===== src/hw/rtl/mpool_pkg.sv =====
// Shared constants and types for the 2x2 max pooling block.
package mpool_pkg;

	// Default sizes
	localparam int MAX_WIDTH_DEF = 256;
	localparam int DATA_BITS_DEF = 16;

	// Fixed field widths
	localparam int CFG_W  = 9;
	localparam int MASK_W = 4;

	// Input word modes
	localparam logic MODE_FWD = 1'b0;
	localparam logic MODE_BWD = 1'b1;

	// Result word kinds
	localparam logic KIND_POOL = 1'b0;
	localparam logic KIND_GRAD = 1'b1;

	// Window mask bit positions
	localparam int BIT_TL = 0;
	localparam int BIT_TR = 1;
	localparam int BIT_BL = 2;
	localparam int BIT_BR = 3;

	// Output queue depth and its count width
	localparam int QDEPTH = 2;
	localparam int QCNT_W = 2;

	// Control that travels with a result word into the output queue
	typedef struct packed {
		logic              push;
		logic              kind;
		logic [MASK_W-1:0] mask;
	} res_ctl_t;

	// Output queue status seen by the window stage
	typedef struct packed {
		logic              full;
		logic [QCNT_W-1:0] count;
	} queue_stat_t;

endpackage


===== src/hw/rtl/mpool_line_mem.sv =====
// Single-port line memory: one pair of even-row pixels per entry.
module mpool_line_mem #(
	parameter int DEPTH  = 128,
	parameter int AW     = 7,
	parameter int WORD_W = 32
) (
	input  logic              clk,
	input  logic              en,
	input  logic              we,
	input  logic [AW-1:0]     addr,
	input  logic [WORD_W-1:0] wr_data,
	output logic [WORD_W-1:0] rd_data
);
	logic [WORD_W-1:0] mem_q [DEPTH];
	logic [WORD_W-1:0] rd_data_q;

	// Write a pair, or read one into the output register
	always_ff @(posedge clk) begin
		if (en) begin
			if (we) begin
				mem_q[addr] <= wr_data;
			end else begin
				rd_data_q <= mem_q[addr];
			end
		end
	end

	assign rd_data = rd_data_q;

endmodule


===== src/hw/rtl/mpool_window.sv =====
// Window stage: holds one word, takes the max and argmax mask or passes a gradient.
module mpool_window #(
	parameter int DATA_BITS = mpool_pkg::DATA_BITS_DEF
) (
	input  logic                        clk,
	input  logic                        arst_n,
	input  logic                        load,
	input  logic                        kind,
	input  logic signed [DATA_BITS-1:0] a_val,
	input  logic signed [DATA_BITS-1:0] bl_val,
	input  logic [mpool_pkg::MASK_W-1:0] mask,
	input  logic [2*DATA_BITS-1:0]      rd_data,
	input  mpool_pkg::queue_stat_t      qstat,
	output logic                        busy,
	output logic                        valid,
	output mpool_pkg::res_ctl_t         res,
	output logic signed [DATA_BITS-1:0] res_value
);
	import mpool_pkg::*;

	logic                        valid_s1;
	logic                        kind_s1;
	logic signed [DATA_BITS-1:0] a_s1;
	logic signed [DATA_BITS-1:0] bl_s1;
	logic [MASK_W-1:0]           mask_s1;

	logic signed [DATA_BITS-1:0] tl;
	logic signed [DATA_BITS-1:0] tr;
	logic signed [DATA_BITS-1:0] max_top;
	logic signed [DATA_BITS-1:0] max_bot;
	logic signed [DATA_BITS-1:0] max_all;
	logic [MASK_W-1:0]           win_mask;

	// Hold the word while the output queue is full
	assign busy  = valid_s1 && qstat.full;
	assign valid = valid_s1;

	always_ff @(posedge clk or negedge arst_n) begin
		if (!arst_n) begin
			valid_s1 <= 1'b0;
		end else if (!busy) begin
			valid_s1 <= load;
		end
	end

	always_ff @(posedge clk) begin
		if (load) begin
			kind_s1 <= kind;
			a_s1    <= a_val;
			bl_s1   <= bl_val;
			mask_s1 <= mask;
		end
	end

	// Top pair comes from the line memory, low half is the left column
	assign tl = signed'(rd_data[DATA_BITS-1:0]);
	assign tr = signed'(rd_data[2*DATA_BITS-1:DATA_BITS]);

	// Reduce the window in two levels
	always_comb begin
		max_top = (tl >= tr) ? tl : tr;
		max_bot = (bl_s1 >= a_s1) ? bl_s1 : a_s1;
		max_all = (max_top >= max_bot) ? max_top : max_bot;
		win_mask = '0;
		win_mask[BIT_TL] = (tl == max_all);
		win_mask[BIT_TR] = (tr == max_all);
		win_mask[BIT_BL] = (bl_s1 == max_all);
		win_mask[BIT_BR] = (a_s1 == max_all);
	end

	// Hand the result word to the output queue
	always_comb begin
		res.push = valid_s1 && !qstat.full;
		res.kind = kind_s1;
		if (kind_s1 == KIND_GRAD) begin
			res.mask  = mask_s1;
			res_value = a_s1;
		end else begin
			res.mask  = win_mask;
			res_value = max_all;
		end
	end

endmodule


===== src/hw/rtl/mpool_out_queue.sv =====
// Two-entry output queue that parts the result side from the window stage.
module mpool_out_queue #(
	parameter int DATA_BITS = mpool_pkg::DATA_BITS_DEF
) (
	input  logic                         clk,
	input  logic                         arst_n,
	input  mpool_pkg::res_ctl_t          res,
	input  logic signed [DATA_BITS-1:0]  res_value,
	output mpool_pkg::queue_stat_t       qstat,
	output logic                         out_valid,
	input  logic                         out_stall,
	output logic                         result_kind,
	output logic signed [DATA_BITS-1:0]  pooled_value,
	output logic [mpool_pkg::MASK_W-1:0] mask_out,
	output logic signed [DATA_BITS-1:0]  grad_top_left,
	output logic signed [DATA_BITS-1:0]  grad_top_right,
	output logic signed [DATA_BITS-1:0]  grad_bottom_left,
	output logic signed [DATA_BITS-1:0]  grad_bottom_right
);
	import mpool_pkg::*;

	logic                        kind_q  [QDEPTH];
	logic [MASK_W-1:0]           mask_q  [QDEPTH];
	logic signed [DATA_BITS-1:0] value_q [QDEPTH];
	logic                        wr_ptr_q;
	logic                        rd_ptr_q;
	logic [QCNT_W-1:0]           cnt_q;
	logic                        pop;

	logic                        head_kind;
	logic [MASK_W-1:0]           head_mask;
	logic signed [DATA_BITS-1:0] head_value;

	assign out_valid   = (cnt_q != '0);
	assign pop         = out_valid && !out_stall;
	assign qstat.full  = (cnt_q == QCNT_W'(QDEPTH));
	assign qstat.count = cnt_q;

	// Store the incoming word
	always_ff @(posedge clk) begin
		if (res.push) begin
			kind_q[wr_ptr_q]  <= res.kind;
			mask_q[wr_ptr_q]  <= res.mask;
			value_q[wr_ptr_q] <= res_value;
		end
	end

	// Advance pointers and count
	always_ff @(posedge clk or negedge arst_n) begin
		if (!arst_n) begin
			wr_ptr_q <= 1'b0;
			rd_ptr_q <= 1'b0;
			cnt_q    <= '0;
		end else begin
			if (res.push) begin
				wr_ptr_q <= !wr_ptr_q;
			end
			if (pop) begin
				rd_ptr_q <= !rd_ptr_q;
			end
			if (res.push && !pop) begin
				cnt_q <= cnt_q + QCNT_W'(1);
			end else if (pop && !res.push) begin
				cnt_q <= cnt_q - QCNT_W'(1);
			end
		end
	end

	// Expand the head word into the result fields
	assign head_kind  = kind_q[rd_ptr_q];
	assign head_mask  = mask_q[rd_ptr_q];
	assign head_value = value_q[rd_ptr_q];

	always_comb begin
		result_kind       = head_kind;
		mask_out          = head_mask;
		pooled_value      = (head_kind == KIND_POOL) ? head_value : '0;
		grad_top_left     = (head_kind == KIND_GRAD && head_mask[BIT_TL]) ? head_value : '0;
		grad_top_right    = (head_kind == KIND_GRAD && head_mask[BIT_TR]) ? head_value : '0;
		grad_bottom_left  = (head_kind == KIND_GRAD && head_mask[BIT_BL]) ? head_value : '0;
		grad_bottom_right = (head_kind == KIND_GRAD && head_mask[BIT_BR]) ? head_value : '0;
	end

endmodule


===== src/hw/rtl/max_pool_2x2_with_mask.sv =====
// A result word passes the window stage register and then an output queue entry.
// Throughput: one input word per cycle, forward or backprop, sustained while results drain.
// The single-port line memory serves one access per pixel pair. A two-entry output queue
// keeps input going while a result waits; input stalls only when queue and window are full.
// Reset clears stream position and queue, and sets the row width to 2; the line memory
// is left as it is and needs no clearing pass.
module max_pool_2x2_with_mask #(
	parameter int MAX_WIDTH = mpool_pkg::MAX_WIDTH_DEF,
	parameter int DATA_BITS = mpool_pkg::DATA_BITS_DEF
) (
	input  logic                         clk,
	input  logic                         arst_n,
	input  logic                         cfg_wr_en,
	input  logic [mpool_pkg::CFG_W-1:0]  cfg_wr_data,
	input  logic                         in_valid,
	output logic                         in_stall,
	input  logic                         mode,
	input  logic signed [DATA_BITS-1:0]  pixel_value,
	input  logic signed [DATA_BITS-1:0]  pooled_gradient,
	input  logic [mpool_pkg::MASK_W-1:0] mask_in,
	output logic                         out_valid,
	input  logic                         out_stall,
	output logic                         result_kind,
	output logic signed [DATA_BITS-1:0]  pooled_value,
	output logic [mpool_pkg::MASK_W-1:0] mask_out,
	output logic signed [DATA_BITS-1:0]  grad_top_left,
	output logic signed [DATA_BITS-1:0]  grad_top_right,
	output logic signed [DATA_BITS-1:0]  grad_bottom_left,
	output logic signed [DATA_BITS-1:0]  grad_bottom_right
);
	import mpool_pkg::*;

	localparam int PAIRS = MAX_WIDTH / 2;
	localparam int AW    = (PAIRS > 1) ? $clog2(PAIRS) : 1;

	// Last pair index of a row for a given width register value
	function automatic logic [AW-1:0] last_pair_of(input logic [CFG_W-1:0] w);
		int pw;
		pw = int'(w[CFG_W-1:1]);
		if (pw < 1) pw = 1;
		if (pw > PAIRS) pw = PAIRS;
		return AW'(pw - 1);
	endfunction

	logic [AW-1:0]               last_pair_q;
	logic [AW-1:0]               pair_q;
	logic                        half_q;
	logic                        row_odd_q;
	logic signed [DATA_BITS-1:0] hold_q;
	logic signed [DATA_BITS-1:0] left_q;

	logic                        accept;
	logic                        fwd;
	logic                        produce;
	logic                        mem_en;
	logic                        mem_we;
	logic [2*DATA_BITS-1:0]      rd_data;
	logic                        win_busy;
	logic                        win_valid;
	res_ctl_t                    res;
	logic signed [DATA_BITS-1:0] res_value;
	queue_stat_t                 qstat;

	assign in_stall = win_busy;
	assign accept   = in_valid && !in_stall;
	assign fwd      = accept && (mode == MODE_FWD);
	assign produce  = (mode == MODE_BWD) || (row_odd_q && half_q);

	// Even row writes a pair on its odd column, odd row reads it back there
	assign mem_en = fwd && half_q;
	assign mem_we = !row_odd_q;

	// Width register and stream position
	always_ff @(posedge clk or negedge arst_n) begin
		if (!arst_n) begin
			last_pair_q <= '0;
			pair_q      <= '0;
			half_q      <= 1'b0;
			row_odd_q   <= 1'b0;
		end else if (cfg_wr_en) begin
			last_pair_q <= last_pair_of(cfg_wr_data);
			pair_q      <= '0;
			half_q      <= 1'b0;
			row_odd_q   <= 1'b0;
		end else if (fwd) begin
			half_q <= !half_q;
			if (half_q) begin
				if (pair_q == last_pair_q) begin
					pair_q    <= '0;
					row_odd_q <= !row_odd_q;
				end else begin
					pair_q <= pair_q + AW'(1);
				end
			end
		end
	end

	// Hold the left pixel of each pair
	always_ff @(posedge clk) begin
		if (fwd && !half_q) begin
			if (row_odd_q) begin
				left_q <= pixel_value;
			end else begin
				hold_q <= pixel_value;
			end
		end
	end

	mpool_line_mem #(
		.DEPTH  (PAIRS),
		.AW     (AW),
		.WORD_W (2 * DATA_BITS)
	) u_line_mem (
		.clk     (clk),
		.en      (mem_en),
		.we      (mem_we),
		.addr    (pair_q),
		.wr_data ({pixel_value, hold_q}),
		.rd_data (rd_data)
	);

	mpool_window #(
		.DATA_BITS (DATA_BITS)
	) u_window (
		.clk       (clk),
		.arst_n    (arst_n),
		.load      (accept && produce),
		.kind      ((mode == MODE_BWD) ? KIND_GRAD : KIND_POOL),
		.a_val     ((mode == MODE_BWD) ? pooled_gradient : pixel_value),
		.bl_val    (left_q),
		.mask      (mask_in),
		.rd_data   (rd_data),
		.qstat     (qstat),
		.busy      (win_busy),
		.valid     (win_valid),
		.res       (res),
		.res_value (res_value)
	);

	mpool_out_queue #(
		.DATA_BITS (DATA_BITS)
	) u_out_queue (
		.clk               (clk),
		.arst_n            (arst_n),
		.res               (res),
		.res_value         (res_value),
		.qstat             (qstat),
		.out_valid         (out_valid),
		.out_stall         (out_stall),
		.result_kind       (result_kind),
		.pooled_value      (pooled_value),
		.mask_out          (mask_out),
		.grad_top_left     (grad_top_left),
		.grad_top_right    (grad_top_right),
		.grad_bottom_left  (grad_bottom_left),
		.grad_bottom_right (grad_bottom_right)
	);

`ifndef SYNTHESIS
	// Queue never overfills
	a_queue_bound: assert property (@(posedge clk) disable iff (!arst_n)
		qstat.count <= QCNT_W'(QDEPTH))
		else $error("output queue count beyond depth");

	// Input stalls only behind a held window word
	a_stall_cause: assert property (@(posedge clk) disable iff (!arst_n)
		in_stall |-> (win_valid && qstat.full))
		else $error("input stalled without a held word");

	// Line memory reads happen only where a window closes
	a_read_place: assert property (@(posedge clk) disable iff (!arst_n)
		(mem_en && !mem_we) |-> (row_odd_q && half_q && win_busy == 1'b0))
		else $error("line memory read outside a closing pixel");

	// A width write restarts the stream
	a_cfg_restart: assert property (@(posedge clk) disable iff (!arst_n)
		cfg_wr_en |=> (pair_q == '0 && !half_q && !row_odd_q))
		else $error("stream position not cleared by width write");
`endif

endmodule

===== config.mk =====
export PLATFORM = sky130hd
export DESIGN_NAME = max_pool_2x2_with_mask
export DESIGN_NICKNAME = d
export VERILOG_FILES = /design/src/hw/rtl/mpool_pkg.sv /design/src/hw/rtl/mpool_line_mem.sv /design/src/hw/rtl/mpool_window.sv /design/src/hw/rtl/mpool_out_queue.sv /design/src/hw/rtl/max_pool_2x2_with_mask.sv
export SDC_FILE = /design/constraint.sdc
export NUM_CORES = 2
export LEC_CHECK = 0
export ABC_AREA = 1
export BUFFER_PORTS_ARGS = -buffer_cell sky130_fd_sc_hd__buf_2
export CAP_MARGIN = 25
export CELL_PAD_IN_SITES_DETAIL_PLACEMENT = 0
export CELL_PAD_IN_SITES_GLOBAL_PLACEMENT = 2
export CORE_UTILIZATION = 30
export DETAILED_ROUTE_END_ITERATION = 6
export GPL_ROUTABILITY_DRIVEN = 0
export PLACE_DENSITY_LB_ADDON = 0.15
export SYNTH_ARGS = -nofsm -noshare
export SYNTH_HDL_FRONTEND = slang
export SYNTH_MEMORY_MAX_BITS = 65536
export SYNTH_SLANG_ARGS = --single-unit

===== constraint.sdc =====
create_clock -name clk -period 3.7 [get_ports clk]
set_input_delay 0.37 -clock clk [delete_from_list [all_inputs] [get_ports clk]]
set_output_delay 0.37 -clock clk [all_outputs]
set_load 0.01 [all_outputs]

==> flow_metrics.env <==
export IMPL_post_synth_inst_count=10294
export IMPL_die_width_microns=732
export IMPL_post_route_min_period_ps=4340
export IMPL_grt_overflow=0
export IMPL_grt_util_met1=0.337
export IMPL_p_sw_frac=0.229
export IMPL_fin_ws_ps=-638
export IMPL_final_fill_count=49499
export IMPL_clock_fmax_ghz=0.231
export IMPL_postSynthRegisterBits=4260
export IMPL_hold_path_class="primary input to flop"
export IMPL_power_frac_clock=0.435
export IMPL_synth_flop_type="edfxtp_1"
export IMPL_route_detailed_vias_per_inst=5.30
export IMPL_r2r_start="u_window.a_s1[5]$_DFFE_PP_"
export IMPL_asyncSetResetFlopFracSynth=0.00493
export IMPL_cts_htree_levels=5
export IMPL_synth_top_cell_area_share=0.796
export IMPL_post_route_drc_count=0
export IMPL_timing_reg2reg_worst_path_depth=32
export IMPL_tritoncts_num_buffers=468
export IMPL_number_of_warnings_printed_during_yosys_synthesis=0
export IMPL_grt_antenna_before_repair=56
export IMPL_post_route_cells_drive_above_1_share=0.213
export IMPL_run_status="finished, violations left"
export IMPL_clk_transition_reported_paths_ps=60
export IMPL_tritoncts_clock_tree="built"
export IMPL_wire_length_of_the_first_global_routing_pass_microns=876000
export IMPL_syn_nets=10396
export IMPL_commonest_non_fill_non_tap_cells_in_the_layout="4,239 x edfxtp_1, 2,100 x nand2_1, 1,007 x buf_4"
export IMPL_drtPass1Iterations=5
export IMPL_use_met2=0.374
export IMPL_routed_wirelength_normalized_by_instance_count_microns=33.7
export IMPL_min_path_cells=2
export IMPL_final_core_util=0.377
export IMPL_total_power_uw=107000
export IMPL_timing_final_setup_violations=41
export IMPL_grt_usage=0.233
export IMPL_worstPathArrival_ps=5220
export IMPL_grt_setup_unrepaired="yes"
export IMPL_synth_sequential_area_ratio=0.799
export IMPL_final_area_sq_um=200000
export IMPL_post_dp_hpwl_microns=397000
export IMPL_critical_path_endpoint_type="flop"
export IMPL_endpoint_of_the_worst_register_to_register_path="u_out_queue.mask_q[0][3]$_DFFE_PP_"
export IMPL_net_switching_power_uw=24400
export IMPL_die_area_sq_um=536000
export IMPL_timing_setup_critical_path_class="flop to flop"
export IMPL_floorplan_initialDensity=0.302
export IMPL_drt_antenna_violating_nets=0
export IMPL_coreArea_sq_um=530000
export IMPL_leakagePower_uw=0.0663
export IMPL_layout_commonest_cell="edfxtp_1"
export IMPL_initialDrtViolationCount=11667
export IMPL_layer_with_the_highest_usage_after_global_routing="met2"
export IMPL_global_route_usage_met3=0.0288
export IMPL_max_vdd_ir_drop_v=0.000445
export IMPL_period_share=1.17
export IMPL_cp_most_frequent_cell="buf_4"
export IMPL_critical_path_startpoint="u_window.a_s1[5]$_DFFE_PP_"
export IMPL_edff_count_synth=4239
export IMPL_ios=138
export IMPL_failed_checks="negative setup slack"
export IMPL_grt_pass1_vias=99575
export IMPL_io_buffer_count=136
export IMPL_fin_worst_skew_ps=67.5
export IMPL_required_ps=4580
export IMPL_tightest_slew_ps=1140
export IMPL_synthesis_area_sq_um=160000
export IMPL_cts_buffer_depth=4
export IMPL_combinationalPowerShare=0.063
export IMPL_critPathCapture="u_out_queue.mask_q[0][3]$_DFFE_PP_"
export IMPL_fp_row_count=267
export IMPL_timing_hold_violations_final=0
export IMPL_netlist_top_cells_area="edfxtp_1 80%, nand2_1 5.2%, a22oi_1 2.8%, a221oi_1 2.5%, nand4_1 2.1%"
export IMPL_cp_slowest_stage_delay_ps=420
export IMPL_flow_area_growth_from_synthesis_pct=25.0
export IMPL_max_cap_violations=0
export IMPL_avgSynthCellArea_sq_um=15.5
export IMPL_grt_max_degree=129
export IMPL_place_area_sq_um=181000
export IMPL_cts_root_buffer="clkbuf_16"
export IMPL_num_nets_final=11864
export IMPL_cellInternalPower_uw=82200
export IMPL_clock_latency_ps=1060
export IMPL_die_height_microns=732
export IMPL_routed_via_count=101719
export IMPL_synth_top_cell_by_area="edfxtp_1"
export IMPL_timing_max_slew_rel_slack=0.238
export IMPL_routed_wirelength_microns=646000
export IMPL_timing_reg2reg_setup_slack_ps=-640
export IMPL_p_seq_frac=0.502
export IMPL_timing_critical_path_from_type="flop"
export IMPL_worst_path_max_fanout=7
export IMPL_cts_num_sinks=4260
export IMPL_timing_critical_path_slowest_stage_cell="edfxtp_1"
export IMPL_power_per_cell_area_nw_per_um2=533
export IMPL_synth_distinct_cells=53
export IMPL_final_max_slew_violation_count=0
worst max-delay path, delay by kind of cell, from the launching register on:
kind / cells / cell delay, ps
flops: 1 / 420
compound gates: 1 / 140
fa+ha+maj: 1 / 210
buf+inv: 16 / 2000
simple gates: 14 / 1410
per-stage QoR:
stage	hold WS [ps]	worst slack, ps	setup TNS (ps)	std cells
floorplan	74.4	-39.6	-24810	10294
global placement	406	-1120	-31310	18091
detailed placement	405	-1160	-34020	18092
CTS	2.01	-675	-16780	19130
global route	47.9	-862	-24020	19165
finish	90.6	-638	-15360	19178
area by class of cell:
cell class	instances	area, sq um	share of cell area
sequential	4260	128000	0.639
multi-input combinational	5174	31300	0.157
timing repair buffer	1552	15700	0.0784
clock buffer	591	12400	0.0622
tap	6994	8750	0.0438
clock inverter	283	2590	0.0129
inverter	304	1250	0.00625
antenna	18	45.0	0.000225
timing repair inverter	2	17.5	0.0000876
how the worst min path moves through the flow:
| stage | from | endpoint | slack (ps) |
|---|---|---|---|
| global placement | arst_n | u_out_queue.rd_ptr_q$_DFFE_PN0P_ | 410 |
| detailed placement | arst_n | u_out_queue.rd_ptr_q$_DFFE_PN0P_ | 410 |
| global route | mask_in[0] | u_window.mask_s1[0]$_DFFE_PP_ | 50 |
| CTS | mask_in[0] | u_window.mask_s1[0]$_DFFE_PP_ | 2 |
| finish | mask_in[0] | u_window.mask_s1[0]$_DFFE_PP_ | 90 |
| floorplan | arst_n | half_q$_DFFE_PN0P_ | 70 |
flip-flops by register name, indices dropped and copies added, names as in the netlist:
signal,flops
half_q,1
hold_q,16
last_pair_q,7
left_q,16
pair_q,7
row_odd_q,1
u_line_mem.mem_q,4096
u_line_mem.rd_data,32
u_out_queue.cnt_q,2
u_out_queue.kind_q,2
u_out_queue.mask_q,8
u_out_queue.rd_ptr_q,1
u_out_queue.value_q,32
u_out_queue.wr_ptr_q,1
u_window.a_s1,16
u_window.bl_s1,16
u_window.kind_s1,1
u_window.mask_s1,4
u_window.valid,1
cell families (layout without fill, tap and decap cells):
family | Yosys count | after routing | synth area share
flops | 4260 | 4260 | 0.799
simple gates | 3396 | 3396 | 0.0914
compound gates | 1698 | 1698 | 0.0824
buf+inv | 860 | 2732 | 0.0214
fa+ha+maj | 51 | 51 | 0.00399
mux | 16 | 16 | 0.00100
xor+xnor | 13 | 13 | 0.000712
other cells | 0 | 18 | 0
synthesized netlist by cell type (all sizes together), types with 2 or more instances:
library cell	instances
a31oi	5
nor3b	3
o2111ai	11
a22o	309
clkinv	3
a31o	6
o2bb2ai	32
clkbuf	289
o31ai	6
xor2	5
mux2i	16
ha	51
a22oi	593
nand3	275
o211ai	7
buf	267
a41oi	14
a21oi	108
dfrtp	21
and3	19
inv	301
o21bai	2
nand2	2198
o22ai	5
xnor2	8
nor2	332
edfxtp	4239
a211oi	11
a221oi	448
nor4	2
o21ai	128
nand3b	4
nand4	550
nor3	12
a21o	6
o41ai	2
power groups by stage:
stage | sequential (uW) | combinational (uW) | clock [uW]
global placement | 54500 | 5910 | 0
floorplan | 54700 | 2260 | 0
global route | 53500 | 7190 | 48900
detailed placement | 54500 | 5920 | 0
CTS | 53500 | 6550 | 47200
finish | 53500 | 6750 | 46300
what timing repair did:
item | CTS | global route
buffers inserted | 84 | 28
resized for setup | 209 | 179
endpoints found under the setup margin | 122 | 66
hold endpoints to repair | 545 | 0
gates cloned | 9 | 4
pin swaps | 63 | 87
hold buffers | 72 | 0
per-layer routing:
metal | part of all wire | vias to the layer above
met3 | 0.062 | 708
met5 | 0.000065 | -
met4 | 0.028 | 6
met2 | 0.46 | 3738
met1 | 0.45 | 54159
li1 | - | 43108
Note: power is estimated with default switching activity, not from simulation.
